<file path="src/hdl/spq_pkg.sv">
// Shared types, widths and codes for the sorted priority queue.
package spq_pkg;

	localparam int DEPTH      = 16;
	localparam int VALUE_BITS = 32;
	localparam int CNT_W      = $clog2(DEPTH + 1);
	localparam int ACT_W      = 2;
	localparam int ST_W       = 2;

	localparam logic [ACT_W-1:0] ACT_INSERT = 2'd0;
	localparam logic [ACT_W-1:0] ACT_REMOVE = 2'd1;
	localparam logic [ACT_W-1:0] ACT_SEARCH = 2'd2;

	localparam logic [ST_W-1:0] ST_DONE  = 2'd0;
	localparam logic [ST_W-1:0] ST_EMPTY = 2'd1;
	localparam logic [ST_W-1:0] ST_FULL  = 2'd2;
	localparam logic [ST_W-1:0] ST_MISS  = 2'd3;

	typedef logic signed [VALUE_BITS-1:0] value_t;
	typedef logic [CNT_W-1:0] count_t;

	// broadcast to every cell in the row
	typedef struct packed {
		logic   ins;
		logic   rem;
		value_t value;
	} ctrl_t;

endpackage

</file>
<file path="src/hdl/spq_if.sv">
// Request and response channel interfaces of the sorted priority queue.
interface spq_req_if;
	logic                        valid;
	logic                        ready;
	logic [spq_pkg::ACT_W-1:0]   action;
	spq_pkg::value_t             value;

	modport source (output valid, output action, output value, input ready);
	modport sink   (input valid, input action, input value, output ready);
endinterface

interface spq_rsp_if;
	logic                       valid;
	logic                       ready;
	logic [spq_pkg::ST_W-1:0]   status;
	spq_pkg::value_t            removed_value;
	spq_pkg::value_t            head_value;
	logic                       head_valid;
	spq_pkg::count_t            entry_count;

	modport source (output valid, output status, output removed_value, output head_value,
		output head_valid, output entry_count, input ready);
	modport sink   (input valid, input status, input removed_value, input head_value,
		input head_valid, input entry_count, output ready);
endinterface

</file>
<file path="src/hdl/sorted_priority_queue.sv">
// Sorted priority queue, min first, as a row of compare-and-shift cells.
// One request is taken per cycle: all cells compare against the request value
// at once, and insert or remove shifts the row by one slot in the same cycle.
// The response is registered and appears in the cycle after the request, and the next
// request is taken in that same cycle unless the response side stalls. No clearing
// pass after reset; the stored count alone marks which slots hold data.
module sorted_priority_queue (
	input  logic             clk,
	input  logic             arst_n,
	spq_req_if.sink          req,
	spq_rsp_if.source        rsp
);

	localparam int DEPTH = spq_pkg::DEPTH;

	logic                     acc;
	logic                     full;
	logic                     empty;
	spq_pkg::ctrl_t           ctrl;
	spq_pkg::count_t          cnt_q;
	spq_pkg::count_t          cnt_nxt;
	logic [spq_pkg::ST_W-1:0] status;
	logic [DEPTH-1:0]         occ;
	logic [DEPTH-1:0]         go;
	logic [DEPTH-1:0]         hit;
	spq_pkg::value_t          cell_val [DEPTH];
	spq_pkg::value_t          cell_nxt [DEPTH];

	logic                     rsp_valid_q;
	logic [spq_pkg::ST_W-1:0] rsp_status_q;
	spq_pkg::value_t          rsp_removed_q;
	spq_pkg::value_t          rsp_head_q;
	logic                     rsp_head_valid_q;
	spq_pkg::count_t          rsp_count_q;

	assign req.ready = !rsp_valid_q || rsp.ready;
	assign acc       = req.valid && req.ready;
	assign full      = cnt_q == spq_pkg::CNT_W'(DEPTH);
	assign empty     = cnt_q == '0;

	assign ctrl.ins   = acc && (req.action == spq_pkg::ACT_INSERT) && !full;
	assign ctrl.rem   = acc && (req.action == spq_pkg::ACT_REMOVE) && !empty;
	assign ctrl.value = req.value;

	always_comb begin
		cnt_nxt = cnt_q;
		if (ctrl.ins) begin
			cnt_nxt = cnt_q + spq_pkg::CNT_W'(1);
		end else if (ctrl.rem) begin
			cnt_nxt = cnt_q - spq_pkg::CNT_W'(1);
		end
	end

	always_comb begin
		case (req.action)
			spq_pkg::ACT_INSERT: begin
				status = full ? spq_pkg::ST_FULL : spq_pkg::ST_DONE;
			end
			spq_pkg::ACT_REMOVE: begin
				status = empty ? spq_pkg::ST_EMPTY : spq_pkg::ST_DONE;
			end
			spq_pkg::ACT_SEARCH: begin
				if (empty) begin
					status = spq_pkg::ST_EMPTY;
				end else begin
					status = (|hit) ? spq_pkg::ST_DONE : spq_pkg::ST_MISS;
				end
			end
			default: begin
				status = spq_pkg::ST_DONE;
			end
		endcase
	end

	for (genvar i = 0; i < DEPTH; i++) begin : g_cell
		assign occ[i] = spq_pkg::CNT_W'(i) < cnt_q;

		if (i == 0) begin : g_first
			spq_cell u_cell (
				.clk         (clk),
				.ctrl        (ctrl),
				.occ         (occ[i]),
				.left_go     (1'b0),
				.left_value  (ctrl.value),
				.right_value (cell_val[(i + 1) % DEPTH]),
				.go          (go[i]),
				.hit         (hit[i]),
				.value       (cell_val[i]),
				.value_nxt   (cell_nxt[i])
			);
		end else if (i == DEPTH - 1) begin : g_last
			spq_cell u_cell (
				.clk         (clk),
				.ctrl        (ctrl),
				.occ         (occ[i]),
				.left_go     (go[i - 1]),
				.left_value  (cell_val[i - 1]),
				.right_value (cell_val[i]),
				.go          (go[i]),
				.hit         (hit[i]),
				.value       (cell_val[i]),
				.value_nxt   (cell_nxt[i])
			);
		end else begin : g_mid
			spq_cell u_cell (
				.clk         (clk),
				.ctrl        (ctrl),
				.occ         (occ[i]),
				.left_go     (go[i - 1]),
				.left_value  (cell_val[i - 1]),
				.right_value (cell_val[i + 1]),
				.go          (go[i]),
				.hit         (hit[i]),
				.value       (cell_val[i]),
				.value_nxt   (cell_nxt[i])
			);
		end
	end

	always_ff @(posedge clk or negedge arst_n) begin
		if (!arst_n) begin
			cnt_q       <= '0;
			rsp_valid_q <= 1'b0;
		end else begin
			cnt_q <= cnt_nxt;
			if (acc) begin
				rsp_valid_q <= 1'b1;
			end else if (rsp.ready) begin
				rsp_valid_q <= 1'b0;
			end
		end
	end

	always_ff @(posedge clk) begin
		if (acc) begin
			rsp_status_q     <= status;
			rsp_removed_q    <= ctrl.rem ? cell_val[0] : '0;
			rsp_head_q       <= (cnt_nxt != '0) ? cell_nxt[0] : '0;
			rsp_head_valid_q <= cnt_nxt != '0;
			rsp_count_q      <= cnt_nxt;
		end
	end

	assign rsp.valid         = rsp_valid_q;
	assign rsp.status        = rsp_status_q;
	assign rsp.removed_value = rsp_removed_q;
	assign rsp.head_value    = rsp_head_q;
	assign rsp.head_valid    = rsp_head_valid_q;
	assign rsp.entry_count   = rsp_count_q;

endmodule

</file>
<file path="src/hdl/spq_cell.sv">
// One slot of the sorted row: holds a value, shifts right on insert, left on remove.
module spq_cell (
	input  logic            clk,
	input  spq_pkg::ctrl_t  ctrl,
	input  logic            occ,
	input  logic            left_go,
	input  spq_pkg::value_t left_value,
	input  spq_pkg::value_t right_value,
	output logic            go,
	output logic            hit,
	output spq_pkg::value_t value,
	output spq_pkg::value_t value_nxt
);

	spq_pkg::value_t value_q;

	// at or past the insert point
	assign go  = !occ || (value_q >= ctrl.value);
	assign hit = occ && (value_q == ctrl.value);
	assign value = value_q;

	always_comb begin
		value_nxt = value_q;
		if (ctrl.ins && go) begin
			value_nxt = left_go ? left_value : ctrl.value;
		end else if (ctrl.rem) begin
			value_nxt = right_value;
		end
	end

	always_ff @(posedge clk) begin
		value_q <= value_nxt;
	end

endmodule

</file>
<file path="src/flat_wrapper.sv">
// flat-port wrapper written by rule: the top's interface ports become plain ports
module sorted_priority_queue_flat 
  (clk, arst_n, req_valid, req_action, req_value, req_ready, rsp_valid, rsp_status, rsp_removed_value, rsp_head_value, rsp_head_valid, rsp_entry_count, rsp_ready);
  spq_req_if req_i ();
  spq_rsp_if rsp_i ();
  input  logic clk;
  input  logic arst_n;
  input wire logic [$bits(req_i.valid)-1:0] req_valid;
  input wire logic [$bits(req_i.action)-1:0] req_action;
  input wire logic [$bits(req_i.value)-1:0] req_value;
  output wire logic [$bits(req_i.ready)-1:0] req_ready;
  output wire logic [$bits(rsp_i.valid)-1:0] rsp_valid;
  output wire logic [$bits(rsp_i.status)-1:0] rsp_status;
  output wire logic [$bits(rsp_i.removed_value)-1:0] rsp_removed_value;
  output wire logic [$bits(rsp_i.head_value)-1:0] rsp_head_value;
  output wire logic [$bits(rsp_i.head_valid)-1:0] rsp_head_valid;
  output wire logic [$bits(rsp_i.entry_count)-1:0] rsp_entry_count;
  input wire logic [$bits(rsp_i.ready)-1:0] rsp_ready;
  assign req_i.valid = req_valid;
  assign req_i.action = req_action;
  assign req_i.value = req_value;
  assign req_ready = req_i.ready;
  assign rsp_valid = rsp_i.valid;
  assign rsp_status = rsp_i.status;
  assign rsp_removed_value = rsp_i.removed_value;
  assign rsp_head_value = rsp_i.head_value;
  assign rsp_head_valid = rsp_i.head_valid;
  assign rsp_entry_count = rsp_i.entry_count;
  assign rsp_i.ready = rsp_ready;
  sorted_priority_queue u_core (.clk(clk), .arst_n(arst_n), .req(req_i), .rsp(rsp_i));
endmodule
</file>
<file path="config.mk">
export PLATFORM = sky130hd
export DESIGN_NAME = sorted_priority_queue_flat
export DESIGN_NICKNAME = d
export VERILOG_FILES = /design/src/hdl/spq_pkg.sv /design/src/hdl/spq_if.sv /design/src/hdl/sorted_priority_queue.sv /design/src/hdl/spq_cell.sv /design/src/flat_wrapper.sv
export SDC_FILE = /design/constraint.sdc
export NUM_CORES = 2
export LEC_CHECK = 0
export ABC_AREA = 0
export BUFFER_PORTS_ARGS = -buffer_cell sky130_fd_sc_hd__buf_2
export CORE_ASPECT_RATIO = 1.75
export CORE_MARGIN = 4
export CORE_UTILIZATION = 32
export CTS_CLUSTER_DIAMETER = 100
export DETAILED_ROUTE_END_ITERATION = 12
export MAX_ROUTING_LAYER = met4
export SLEW_MARGIN = 10
export SYNTH_ARGS = -nofsm -noshare
export SYNTH_HDL_FRONTEND = slang
export SYNTH_SLANG_ARGS = --single-unit
</file>
<file path="constraint.sdc">
create_clock -name clk -period 6.2 [get_ports clk]
set_clock_uncertainty 0.05 [all_clocks]
set_input_delay 0.62 -clock clk [delete_from_list [all_inputs] [get_ports clk]]
set_output_delay 0.62 -clock clk [all_outputs]
set_load 0.02 [all_outputs]
</file>
# Word level (Yosys, flattened, before mapping)
# Cells that the tools add are included.
dict set report totals {
  word_cells 222
  regBits 590
}
dict set report op_classes {
  n_eq_ne 19
  addsub 2
  muxes 54
  magnitude_cmp 32
  reduce_logical 92
}
# op count
set op_table {}
lappend op_table {{$mux 32} 45}
lappend op_table {{$eq 32x32->1} 16}
lappend op_table {{$ge 32x32->1} 16}
lappend op_table {{$lt 4x5->1 const A} 8}
lappend op_table {{$logic_and 1x1->1} 37}
lappend op_table {{$reduce_bool 2->1} 15}
lappend op_table {{$lt 3x5->1 const A} 4}
lappend op_table {{$logic_not 1->1} 19}
lappend op_table {{$logic_or 1x1->1} 17}
lappend op_table {{$reduce_or 16->1} 1}
lappend op_table {{$lt 1x5->1 const A} 2}
lappend op_table {{$lt 2x5->1 const A} 2}
lappend op_table {{$mux 5} 2}
lappend op_table {{$mux 2} 3}
lappend op_table {{$pmux 2 s3} 1}
lappend op_table {{$add 5x1->5 const B} 1}
lappend op_table {{$eq 5x5->1 const B} 1}
lappend op_table {{$logic_not 5->1} 1}
lappend op_table {{$reduce_bool 5->1} 1}
lappend op_table {{$sub 5x1->5 const B} 1}
lappend op_table {{$mux 1} 3}
lappend op_table {{$eq 2x1->1 const B} 1}
lappend op_table {{$eq 2x2->1 const B} 1}
lappend op_table {{$logic_not 2->1} 1}

# Logic depth before layout (Yosys ltp)
dict set report logic_depth {
  word_depth 8
  ltp_mapped 14
  ltp_nobuf 10
}

# Hierarchy
# Synthesis repeated with hierarchy kept, for this count alone.
dict set report unflattened {
  hier_cells 4498
  area_unflattened_um2 45865.2
}
# mod seq_area_each_um2 n_inst area_each_um2 cells_per_inst
set by_module_without_submodules {}
lappend by_module_without_submodules {spq_cell 640.6 16 2628.8 264}
lappend by_module_without_submodules {sorted_priority_queue 2312.2 1 3804.9 274}

# Worst setup path after synthesis
# Ideal clock, no wire load.
dict set report synth_path {
  path_kind {input to register}
  startpoint {in rsp_ready}
  endpoint {reg u_core.g_cell[12].g_mid.u_cell.value_q[0], enable pin}
  t_arrival_ps 5663
  path_buffers 2
  path_stages 6
  path_slack_ps 21
  setup_time_ps 466
  path_cell_list {nand2b_1 -> and2_1 -> nand3_1 -> clkbuf_1 -> clkbuf_1 -> o21ai_0}
}
dict set report synth_via {
  elab_chain_cells 6
  word_cells_on_any_way 8
  cone_classes {8 x reduce/logical}
}
# item line
set synth_rtl {}
lappend synth_rtl {{start: declaration} flat_wrapper.sv:18} ;# input wire logic [$bits(rsp_i.ready)-1:0] rsp_ready;
lappend synth_rtl {{$logic_or 1x1->1 (*)} sorted_priority_queue.sv:36} ;# assign req.ready = !rsp_valid_q || rsp.ready;
lappend synth_rtl {{$logic_and 1x1->1 (*)} sorted_priority_queue.sv:37} ;# assign acc = req.valid && req.ready;
lappend synth_rtl {{net u_core.acc} sorted_priority_queue.sv:16} ;# logic acc;
lappend synth_rtl {{$logic_and 1x1->1 (2 in a row)} sorted_priority_queue.sv:41} ;# assign ctrl.ins = acc && (req.action == spq_pkg::ACT_INSERT) && !full;
lappend synth_rtl {{$logic_and 1x1->1} spq_cell.sv:24} ;# if (ctrl.ins && go) begin
lappend synth_rtl {{$reduce_bool 2->1 (no line) (*)} -}
lappend synth_rtl {{end signal: assignment} spq_cell.sv:32} ;# value_q <= value_nxt;
lappend synth_rtl {{end: declaration} spq_cell.sv:15} ;# spq_pkg::value_t value_q;
# The timed path passes the listed nets; every way through them passes the cells marked *.
# A chain may end at the register's enable or synchronous reset.

==> results.cfg <==
[global_route]
antenna_found_initial = 10
grt_max_degree = 109
grt_pass1_vias = 33435
overflow = 0
grt_use_total_pct = 20.4
grt_first_pass_wirelength_um = 206000

[yosys]
syn-cell-area_um2 = 41800
syn_area_per_cell_um2 = 10.8
async_flop_share_pct = 1.02
synth_ff_type = edfxtp_1
ys_types = 73
yosys_warnings = 0
synth_top_family_by_area = multiplexers
synth.mux.area_fraction_pct = 17.1
synth_cells = 3855
synth-xor-area-share_pct = 0.105
synth-compound-area-share_pct = 13.8
synth_seq_cells = 590
synth_edf_count = 552
yosysSeqAreaShare_pct = 41.5
synth.net_count = 4409
yosys.area_share.simple_pct = 8.35
yosys.area_share.adder_pct = 15.4

[clocking]
htree_levels = 2
clk_pin_slew_worst_paths_ns = 0.07
cts_made_buffers = 54
cts_tree = built
ctsRootBufferMaster = clkbuf_16
clk_path_buf_depth = 3
cts_resized = 0
clock_latency_ns = 0.66
numClockSinks = 590

[routing]
drtIter0Drc = 2149
via_per_inst = 5.71
vias = 32296
drtAntennaViolNets = 0
routed_wl_um = 140000
drt_drc_violations_left = 0
wl_per_cell_um = 24.8
dr.pass1.iters = 5

[worst_setup_path]
startpoint_type = input port
worstPathCellList = buf_2 -> inv_1 -> ha_1 -> a21o_1 -> a21oi_1 -> nor2b_1 -> o311a_1 -> nor4_1 -> mux2i_4 -> buf_4 -> a21oi_1 -> a31oi_1
crit_type = input port to register
critPathCaptureType = register
worstPathMaxFanout = 84
cpMostUsedCell = a21oi_1
slowest_stage = buf_4
path_buf_inv = 3
critPathArrivalTime_ns = 5.14
cp_top_family = buffers and inverters
critPathRequiredTime_ns = 6.64
max_stage_delay_ns = 0.73

[placement]
portBuffers = 111
gp_congestion = 0.912
hpwl_um = 108000

[final_layout]
fill_cells = 12780
postLayoutCoreUtil_pct = 36.0
regArea_um2 = 17400
syn2layout_area_growth_pct = 11.7
layout-drive-gt1-share_pct = 15.9
multi_input_area_um2 = 23000
final_nets = 4472

[pwr]
combPwrFrac_pct = 35.5
power.density_nw_per_um2 = 313
peakVddDrop_v = 0.000207
switching_share_pct = 36.2
p_int_mw = 9.32
p_switching_mw = 5.28
p_seq_share_pct = 37.9
totalPowerFinal_mw = 14.6
total_leakage_power_nw = 20.1
clock_power_share_pct = 26.6

[timing]
rsz0062_at_grt = no
slew_viol_final = 0
fmax_mhz = 213
finalCritPeriodShare_pct = 75.8
final_hold_viol_count = 0
setup-tns-final_ns = 0
fin_crit_ns = 4.70
relSlewSlack_pct = 30.5
worst_pin_slew_ns = 1.04
setup_viol = 0

[floorplanning]
initial_core_util_pct = 32.2
die_area_um2 = 137000
io_pins = 112
die_y_um = 486
coreArea_um2 = 130000
rows = 175
die_w_um = 281

[run_status]
status = finished, final reports clean

[flow_run]
cap_violations = 0

[worst_hold_path]
hold_class = input port to register
[worst reg2reg max path, stage by stage (launching register included)]
cell	delay (ns)
dfrtp_1	0.56
inv_1	0.14
ha_1	0.24
nand4bb_1	0.25
nand3_1	0.77
o22ai_1	0.55
xor2_1	0.25
or3_1	0.47
nor3_4	0.12
buf_4	0.41
nor2_1	0.15
[through the flow]
step	hold WS (ns)	cell area, um^2	worst slack [ns]	std cells
floorplan	0.274	41800	0.0212	3855
global placement	0.428	44700	0.879	5541
detailed placement	0.427	44700	0.830	5541
CTS	0.120	46700	1.52	5644
global route	0.158	46700	1.32	5654
finish	0.160	46700	1.50	5655
[cells in the final DEF, fill, tap and decap left out, types with 9 or more instances in the layout]
cell,Yosys,routed
edfxtp_1,552,552
or2_2,11,11
and2_1,43,41
nor2b_1,30,30
mux2i_1,395,392
nand2_1,189,188
clkbuf_16,0,57
nor2_1,163,160
and4_1,12,11
buf_2,57,111
o21ai_0,140,139
clkinvlp_4,0,9
bufinv_16,0,12
clkinv_2,0,11
a31oi_1,38,37
diode_2,0,10
ha_1,516,516
mux2_1,28,28
nor4_1,23,23
buf_4,14,134
a21oi_1,571,571
a21o_1,98,98
nand2b_1,22,22
o221ai_1,43,43
dfxtp_1,32,32
mux2_2,253,253
o211ai_1,20,20
a211oi_1,12,12
nand3_1,31,30
nor3_1,18,16
inv_1,131,131
nand4_1,120,120
[cell families after synthesis]
family                   after synthesis
AO/OA/AOI/OAI                        993
XOR/XNOR                               5
adder cells (fa/ha/maj)              516
buffers and inverters                377
flip-flops                           590
multiplexers                         678
AND/OR/NAND/NOR                      696
[worst paths after layout]
path	start	to	slack, ns	cells after the start
min in group asynchronous	arst_n	u_core.cnt_q[1]$_DFF_PN0_	0.29	2
max reg2reg	u_core.cnt_q[0]$_DFF_PN0_	u_core.rsp.head_value[31]$_SDFFCE_PN0P_	1.98	10
max in group asynchronous	arst_n	u_core.cnt_q[0]$_DFF_PN0_	5.62	2
min reg2reg	u_core.rsp.valid$_DFFE_PN0P_	u_core.rsp.valid$_DFFE_PN0P_	0.55	2
min	req_valid	u_core.rsp.valid$_DFFE_PN0P_	0.16	2
max	req_value[5]	u_core.g_cell[14].g_mid.u_cell.value[28]$_DFFE_PP_	1.50	12
[area by class of cell]
class,count,area share (%)
Sequential cell,590,37.2
Tap cell,1681,4.50
Antenna cell,10,0.0536
Clock inverter,42,1.14
Multi-Input combinational cell,2888,49.3
Clock buffer,60,3.10
Inverter,132,1.06
Timing Repair Buffer,252,3.64
[synthesized netlist by cell type (all sizes together), types with 12 or more instances]
master,n,area (um^2)
a211oi,12,90.1
a21o,98,736
a21oi,571,2860
a31oi,38,238
and2,43,269
and4,12,105
buf,85,458
clkbuf,160,601
dfxtp,32,641
edfxtp,552,16600
ha,516,6460
inv,132,495
mux2,281,3160
mux2i,397,3990
nand2,189,709
nand2b,22,138
nand3,31,155
nand4,120,751
nor2,163,612
nor2b,30,188
nor3,19,100
nor4,23,144
o211ai,20,150
o21ai,143,716
o221ai,43,377
or2,12,75.1
[what timing repair did]
action	CTS	global route
setup buffers	0	0
hold buffers	1	0
hold endpoints to repair	6	0
[power groups by stage]
stage,sequential [mW],combinational (mW),clock (mW)
floorplan,5.47,3.71,0
global placement,5.61,5.01,0
detailed placement,5.61,5.12,0
CTS,5.52,5.14,3.95
global route,5.57,5.66,4.08
finish,5.53,5.18,3.89
[state kept, by name, indices dropped and copies added, names as in the netlist]
register	count
u_core.cnt_q	5
u_core.g_cell.g_first.u_cell.value	32
u_core.g_cell.g_last.u_cell.value	32
u_core.g_cell.g_mid.u_cell.value	448
u_core.rsp.entry_count	5
u_core.rsp.head_valid	1
u_core.rsp.head_value	32
u_core.rsp.removed_value	32
u_core.rsp.status	2
u_core.rsp.valid	1
[metal layers]
layer | global-route usage (%) | share of wire [%]
met3 | 2.05 | 3.5
met5 | - | 0
met4 | 14.2 | 8.2
met1 | 19.3 | 34
met2 | 38.3 | 54
Power figures use the tool's default switching activity.
